### src/etbe_pkg.sv
package etbe_pkg;

  localparam int unsigned CountW  = 32;
  localparam int unsigned TimeW   = 32;
  localparam int unsigned FreqW   = 25;
  localparam int unsigned StepW   = 20;
  localparam int unsigned ThreshW = 8;
  localparam int unsigned MsW     = 16;
  localparam int unsigned CfgIdxW = 3;
  localparam int unsigned CfgDataW = 20;
  localparam int unsigned InDataW  = 72;
  localparam int unsigned OutDataW = 32;

  localparam logic [FreqW-1:0]  FreqMax     = {FreqW{1'b1}};
  localparam logic [FreqW-1:0]  FreqDefault = 25'd7000000;
  localparam logic [CountW-1:0] CountReset  = 32'hFFFF_FC19;

  localparam logic [StepW-1:0]   CoarseStepReset = 20'd1000;
  localparam logic [StepW-1:0]   FineStepReset   = 20'd100;
  localparam logic [ThreshW-1:0] ThresholdReset  = 8'd3;
  localparam logic [MsW-1:0]     HoldoffReset    = 16'd100;
  localparam logic [MsW-1:0]     DblClickReset   = 16'd500;

  typedef enum logic [CfgIdxW-1:0] {
    REG_COARSE_STEP  = 3'd0,
    REG_FINE_STEP    = 3'd1,
    REG_MOVE_THRESH  = 3'd2,
    REG_TURN_HOLDOFF = 3'd3,
    REG_DBL_CLICK    = 3'd4
  } reg_idx_e;

  typedef struct packed {
    logic [StepW-1:0]   coarse_step;
    logic [StepW-1:0]   fine_step;
    logic [ThreshW-1:0] move_threshold;
    logic [MsW-1:0]     turn_holdoff_ms;
    logic [MsW-1:0]     double_click_ms;
  } cfg_t;

endpackage

### src/etbe_cfg.sv
module etbe_cfg
  import etbe_pkg::*;
(
  input  logic                clk_i,
  input  logic                rst_ni,
  input  logic                cfg_valid_i,
  output logic                cfg_ready_o,
  input  logic [CfgIdxW-1:0]  cfg_index_i,
  input  logic [CfgDataW-1:0] cfg_data_i,
  output cfg_t                cfg_o
);

  cfg_t cfg_q, cfg_d;

  assign cfg_ready_o = 1'b1;
  assign cfg_o       = cfg_q;

  always_comb begin
    cfg_d = cfg_q;
    if (cfg_valid_i) begin
      unique case (reg_idx_e'(cfg_index_i))
        REG_COARSE_STEP:  cfg_d.coarse_step     = cfg_data_i[StepW-1:0];
        REG_FINE_STEP:    cfg_d.fine_step       = cfg_data_i[StepW-1:0];
        REG_MOVE_THRESH:  cfg_d.move_threshold  = cfg_data_i[ThreshW-1:0];
        REG_TURN_HOLDOFF: cfg_d.turn_holdoff_ms = cfg_data_i[MsW-1:0];
        REG_DBL_CLICK:    cfg_d.double_click_ms = cfg_data_i[MsW-1:0];
        default:          cfg_d = cfg_q;
      endcase
    end
  end

  always_ff @(posedge clk_i or negedge rst_ni) begin
    if (!rst_ni) begin
      cfg_q.coarse_step     <= CoarseStepReset;
      cfg_q.fine_step       <= FineStepReset;
      cfg_q.move_threshold  <= ThresholdReset;
      cfg_q.turn_holdoff_ms <= HoldoffReset;
      cfg_q.double_click_ms <= DblClickReset;
    end else begin
      cfg_q <= cfg_d;
    end
  end

endmodule

### src/encoder_tuning_with_button_events.sv
// Rotary encoder frequency tuner with button press, release and double-click events.
// Input stream (s_axis): one request per poll carrying the encoder count, the
// button level (0 pressed) and a free-running millisecond timestamp.
// Output stream (m_axis): one result per request, in order: tuned frequency,
// step flag, press, release and double-click events, and the fine-mode flag
// that chose the step size of that poll.
// Config channel (cfg_*): register index and data; always ready, write only
// while the stream is idle. Unknown indexes are dropped.
// Accepted requests pass the input register, then the result register, to m_axis.
// Throughput: one request per cycle unless m_axis stalls; the tuner state loop
// (count compare, holdoff compare, one 25-bit add or subtract) is combinational.
// A request moves from the input register to the result register whenever
// the result register is empty or being taken, so s_axis stays ready while
// one result waits. When m_axis stalls with both registers full, s_axis_tready
// drops until the receiver takes the result.
// Reset clears both stage valids, loads the register defaults, frequency
// 7000000 and stored count -999.
module encoder_tuning_with_button_events
  import etbe_pkg::*;
(
  input  logic                clk_i,
  input  logic                rst_ni,
  input  logic                s_axis_tvalid,
  output logic                s_axis_tready,
  // [31:0] encoder_count, [32] button_level, [64:33] time_ms, [71:65] zero
  input  logic [InDataW-1:0]  s_axis_tdata,
  output logic                m_axis_tvalid,
  input  logic                m_axis_tready,
  // [24:0] frequency, [25] frequency_changed, [26] press_event,
  // [27] release_event, [28] double_click, [29] fine_mode, [31:30] zero
  output logic [OutDataW-1:0] m_axis_tdata,
  input  logic                cfg_valid_i,
  output logic                cfg_ready_o,
  input  logic [CfgIdxW-1:0]  cfg_index_i,
  input  logic [CfgDataW-1:0] cfg_data_i
);

  cfg_t cfg;

  etbe_cfg u_cfg (
    .clk_i       (clk_i),
    .rst_ni      (rst_ni),
    .cfg_valid_i (cfg_valid_i),
    .cfg_ready_o (cfg_ready_o),
    .cfg_index_i (cfg_index_i),
    .cfg_data_i  (cfg_data_i),
    .cfg_o       (cfg)
  );

  logic              in_vld_q;
  logic [CountW-1:0] in_count_q;
  logic              in_level_q;
  logic [TimeW-1:0]  in_time_q;

  logic              out_vld_q;
  logic [FreqW-1:0]  out_freq_q, out_freq_d;
  logic              out_chg_q, out_chg_d;
  logic              out_press_q, out_press_d;
  logic              out_rel_q, out_rel_d;
  logic              out_dbl_q, out_dbl_d;
  logic              out_fine_q;

  logic [CountW-1:0] stored_count_q, stored_count_d;
  logic [TimeW-1:0]  tune_time_q, tune_time_d;
  logic              prev_level_q;
  logic              held_q, held_d;
  logic [TimeW-1:0]  press_time_q, press_time_d;
  logic [FreqW-1:0]  freq_q;

  logic              out_adv;
  logic              in_adv;
  logic              proc;

  assign out_adv       = !out_vld_q || m_axis_tready;
  assign in_adv        = !in_vld_q || out_adv;
  assign s_axis_tready = in_adv;
  assign proc          = in_vld_q && out_adv;

  logic signed [CountW:0] diff;
  logic [CountW:0]        mag;
  logic                   moved;
  logic [TimeW-1:0]       tune_elapsed;
  logic                   tune_ok;
  logic [StepW-1:0]       step;
  logic [FreqW:0]         sum;
  logic [FreqW-1:0]       step_ext;
  logic [FreqW-1:0]       freq_up, freq_dn;
  logic [TimeW-1:0]       press_elapsed;
  logic                   press_edge, release_edge;

  always_comb begin
    step          = held_q ? cfg.fine_step : cfg.coarse_step;
    step_ext      = {{(FreqW-StepW){1'b0}}, step};
    diff          = $signed({in_count_q[CountW-1], in_count_q})
                  - $signed({stored_count_q[CountW-1], stored_count_q});
    mag           = diff[CountW] ? 33'(-diff) : 33'(diff);
    moved         = mag > {{(CountW+1-ThreshW){1'b0}}, cfg.move_threshold};
    tune_elapsed  = in_time_q - tune_time_q;
    tune_ok       = tune_elapsed > {{(TimeW-MsW){1'b0}}, cfg.turn_holdoff_ms};
    sum           = {1'b0, freq_q} + {1'b0, step_ext};
    freq_up       = sum[FreqW] ? FreqMax : sum[FreqW-1:0];
    freq_dn       = (freq_q > step_ext) ? (freq_q - step_ext) : '0;
    press_elapsed = in_time_q - press_time_q;
    press_edge    = prev_level_q && !in_level_q;
    release_edge  = !prev_level_q && in_level_q;

    stored_count_d = stored_count_q;
    tune_time_d    = tune_time_q;
    out_freq_d     = freq_q;
    out_chg_d      = 1'b0;
    if (moved) begin
      stored_count_d = in_count_q;
      if (tune_ok) begin
        out_freq_d  = diff[CountW] ? freq_dn : freq_up;
        out_chg_d   = 1'b1;
        tune_time_d = in_time_q;
      end
    end

    held_d       = held_q;
    press_time_d = press_time_q;
    out_press_d  = 1'b0;
    out_rel_d    = 1'b0;
    out_dbl_d    = 1'b0;
    if (press_edge) begin
      out_press_d  = 1'b1;
      held_d       = 1'b1;
      out_dbl_d    = press_elapsed < {{(TimeW-MsW){1'b0}}, cfg.double_click_ms};
      press_time_d = in_time_q;
    end else if (release_edge) begin
      out_rel_d = 1'b1;
      held_d    = 1'b0;
    end
  end

  always_ff @(posedge clk_i or negedge rst_ni) begin
    if (!rst_ni) begin
      in_vld_q       <= 1'b0;
      out_vld_q      <= 1'b0;
      stored_count_q <= CountReset;
      tune_time_q    <= '0;
      prev_level_q   <= 1'b1;
      held_q         <= 1'b0;
      press_time_q   <= '0;
      freq_q         <= FreqDefault;
    end else begin
      if (in_adv) begin
        in_vld_q <= s_axis_tvalid;
      end
      if (out_adv) begin
        out_vld_q <= in_vld_q;
      end
      if (proc) begin
        stored_count_q <= stored_count_d;
        tune_time_q    <= tune_time_d;
        prev_level_q   <= in_level_q;
        held_q         <= held_d;
        press_time_q   <= press_time_d;
        freq_q         <= out_freq_d;
      end
    end
  end

  always_ff @(posedge clk_i) begin
    if (in_adv && s_axis_tvalid) begin
      in_count_q <= s_axis_tdata[CountW-1:0];
      in_level_q <= s_axis_tdata[CountW];
      in_time_q  <= s_axis_tdata[CountW+TimeW:CountW+1];
    end
    if (proc) begin
      out_freq_q  <= out_freq_d;
      out_chg_q   <= out_chg_d;
      out_press_q <= out_press_d;
      out_rel_q   <= out_rel_d;
      out_dbl_q   <= out_dbl_d;
      out_fine_q  <= held_q;
    end
  end

  assign m_axis_tvalid = out_vld_q;
  assign m_axis_tdata  = {2'b00, out_fine_q, out_dbl_q, out_rel_q, out_press_q,
                          out_chg_q, out_freq_q};

`ifndef NO_ASSERTIONS
  a_freq_tracks_result: assert property (@(posedge clk_i) disable iff (!rst_ni)
    out_vld_q |-> (freq_q == out_freq_q))
    else $error("tuner frequency differs from pending result");

  a_dbl_needs_press: assert property (@(posedge clk_i) disable iff (!rst_ni)
    out_vld_q && out_dbl_q |-> out_press_q && !out_rel_q)
    else $error("double click without press or with release");

  a_stall_only_full: assert property (@(posedge clk_i) disable iff (!rst_ni)
    !s_axis_tready |-> in_vld_q && out_vld_q && !m_axis_tready)
    else $error("input stalled with free stage");

  a_held_follows_level: assert property (@(posedge clk_i) disable iff (!rst_ni)
    held_q |-> !prev_level_q)
    else $error("button held while last level released");
`endif

endmodule

### config.mk
export PLATFORM = sky130hd
export DESIGN_NAME = encoder_tuning_with_button_events
export DESIGN_NICKNAME = d
export VERILOG_FILES = /design/src/etbe_pkg.sv /design/src/etbe_cfg.sv /design/src/encoder_tuning_with_button_events.sv
export SDC_FILE = /design/constraint.sdc
export NUM_CORES = 1
export LEC_CHECK = 0
export ABC_AREA = 1
export BUFFER_PORTS_ARGS = -buffer_cell sky130_fd_sc_hd__buf_2
export CAP_MARGIN = 10
export CORE_MARGIN = 10
export CORE_UTILIZATION = 55
export CTS_CLUSTER_DIAMETER = 120
export DETAILED_ROUTE_END_ITERATION = 10
export PLACE_DENSITY = 0.73
export SYNTH_ARGS = -nofsm -noshare
export SYNTH_HDL_FRONTEND = slang
export SYNTH_SLANG_ARGS = --single-unit
export TNS_END_PERCENT = 10
### constraint.sdc
create_clock -name clk_i -period 11.87 [get_ports clk_i]
set_input_delay 1.7805 -clock clk_i [delete_from_list [all_inputs] [get_ports clk_i]]
set_output_delay 1.7805 -clock clk_i [all_outputs]
set_load 0.005 [all_outputs]
==> flow_metrics.tcl <==
set metrics [dict create \
    multiInputGateArea_um2 12100 \
    crit_buf_inv 7 \
    slew_headroom 0.205 \
    power_leakage_nw 12.7 \
    synth_area_per_cell_um2 7.19 \
    cap_violations 0 \
    hold_class "reg2reg" \
    die_h_um 222 \
    io_buffers 124 \
    clock_path_buffers 3 \
    synthCells 3108 \
    finalSetupTns_ns 0 \
    crit_path_frequent_cell "nand2_1" \
    critPathKind "reg2reg" \
    netlist-cell-type-count 56 \
    skew_ns 0.0146 \
    place_hpwl_mm 48.5 \
    fin_crit_sh 0.632 \
    coreArea_um2 40000 \
    syn_to_final_growth_pct 9.71 \
    grt_setup_unrepaired "no" \
    synth-seq-cells 300 \
    cp_max_fo 52 \
    power_density_nw_per_um2 269 \
    pin_count 135 \
    yosys-top-cells-count "859 x nand2_1, 450 x inv_1, 253 x nor2_1" \
    die_w_um 222 \
    post_cts_buffers 0 \
    yosysMostFrequentCell "nand2_1" \
    fmax_mhz 133 \
    worstPathArrival_ns 7.95 \
    status "complete, no violations" \
    grt_max_degree 83 \
    total_power_w 0.00661 \
    cts_buffers 35 \
    grtUsageTotal 0.255 \
    fillers 3689 \
    cts.sinks 300 \
    path_clk_slew_ns 0.06 \
    htree_levels 2 \
    slew_viol_final 0 \
    synthTopCellsByArea "dfrtp_1 16%, nand2_1 14%, edfxtp_1 13%, ha_1 9.9%, inv_1 7.6%" \
    ir_worst_vdd_mv 0.148 \
    first_iter_violations 1728 \
    grt_pass1_wl_mm 105 \
    yosysWarnings 0 \
    yosysTopAreaCell "dfrtp_1" \
    cp_top_family "simple AND/OR/NAND/NOR gates" \
    seq_area_frac_synth 0.360 \
    fin_cells 3740 \
    fin_nets 3470 \
    vias 20700 \
    post_cts_resized 0 \
    drtPass1Iterations 7 \
    period_needed_ns 7.50 \
    synth_top_area_share 0.165 \
    startpoint_type "flip-flop" \
    cpMaxStageDelayCell "nand3_2" \
    max_stage_delay_ns 0.76 \
    regArea_um2 8060 \
    cts_tree "built" \
    fin_util 0.613 \
    routed_wl_mm 63.9 \
    syn-cell-area_um2 22400 \
    synthArstFlopShare 0.683 \
    placed_cell_area_um2 23300 \
    grt_pass1_vias 20400 \
    setup_viol 0 \
    worstMarginPinSlew_ns 1.19 \
    viasPerCell 5.53 \
    worstSkewPairLatency_ns 0.58 \
    grt-ovfl-total 0 \
    hold_viol 0 \
    route.detailed.drc 0 \
    ctsHoldBuffers 0 \
    drive_above_1_share 0.0986 \
    stdcell_area_um2 24500 \
    final_antenna_net_count 0 \
    insertedDiodeCount 0 \
    worstPathRequired_ns 12.33 \
    root_buffer "clkbuf_16" \
    start_util 0.559 \
    routedWlPerCell_um 17.1 \
    place_congestion 0.932 \
    synth-edff-count 95 \
    die_area_um2 49100 \
    cp-end-kind "flip-flop" \
    placed_cells 3676 \
    rows 73 \
    antenna_found_initial 0 \
    synth_flop_cell "dfrtp_1" \
]
-- final cells by class --
class	instances	share of cell area
Multi-Input combinational cell	2248	0.494
Sequential cell	300	0.328
Inverter	467	0.0716
Clock buffer	44	0.0405
Timing Repair Buffer	137	0.0305
Tap cell	525	0.0268
Clock inverter	19	0.00867
-- sequential cells by signal, indices dropped and copies added (netlist names) --
name and count:
stored_count_q 32, in_count_q 32, prev_level_q 1, out_dbl_q 1, freq_q 25, out_rel_q 1
out_chg_q 1, u_cfg.cfg_o 80, press_time_q 32, tune_time_q 32, out_press_q 1, in_vld_q 1
out_freq_q 25, m_axis_tvalid 1, held_q 1, in_time_q 32, out_fine_q 1, in_level_q 1
-- path summary, 6_finish.rpt --
check / start / to / slack (ns) / cells past startpoint
max: in_count_q[0] / tune_time_q[8] / 4.37 / 36
min: stored_count_q[16] / stored_count_q[16] / 0.46 / 2
max reg2reg: in_count_q[0] / tune_time_q[8] / 4.37 / 36
min reg2reg: stored_count_q[16] / stored_count_q[16] / 0.46 / 2
max in group asynchronous: rst_ni / freq_q[18] / 9.24 / 2
min in group asynchronous: rst_ni / freq_q[23] / 1.29 / 1
-- power breakdown --
part | switching [W] | internal, W
clock | 0.000473 | 0.000668
sequential | 0.000172 | 0.00143
combinational | 0.00250 | 0.00136
-- layout by cell type (no fill, tap or decap), types with 38 or more instances in the layout --
cell	Yosys	layout
dfstp_2	58	58
nor2_1	253	252
clkbuf_16	0	38
buf_2	12	123
o21ai_0	193	193
a21oi_1	217	217
nand2_1	859	858
xor2_1	76	76
inv_1	450	449
nand4_1	98	98
dfrtp_1	147	147
ha_1	176	176
edfxtp_1	95	95
nand3_1	164	164
-- stage by stage --
stage	setup slack (ns)	hold WS, ns
after floorplan	6.97	0.442
after global placement	4.58	0.450
after detailed placement	4.42	0.456
after CTS	4.39	0.465
after global routing	3.66	0.481
final	4.37	0.464
-- worst reg2reg max path, delay by kind of cell (launching register included) --
kind	cells	cell delay (ns)
AO/OA/AOI/OAI	2	0.23
XOR/XNOR	1	0.16
adder cells (fa/ha/maj)	3	0.90
buffers and inverters	7	1.99
flip-flops	1	0.32
AND/OR/NAND/NOR	23	3.76
-- layer usage --
layer	wire length, um	share of wire	track usage	up-vias
met5	0	0	0	-
met4	1620	0.025	0.0789	0
met3	3110	0.049	0.0348	102
met2	30800	0.48	0.440	488
met1	28400	0.44	0.325	9831
li1	-	-	-	10300
-- logic make-up after synthesis --
logic type | synth area share
AO/OA/AOI/OAI | 0.123
XOR/XNOR | 0.0380
adder cells (fa/ha/maj) | 0.103
buffers and inverters | 0.0989
flip-flops | 0.360
multiplexers | 0.000504
other | 0.000336
AND/OR/NAND/NOR | 0.276
No activity file was read; power rests on OpenSTA's default activity.
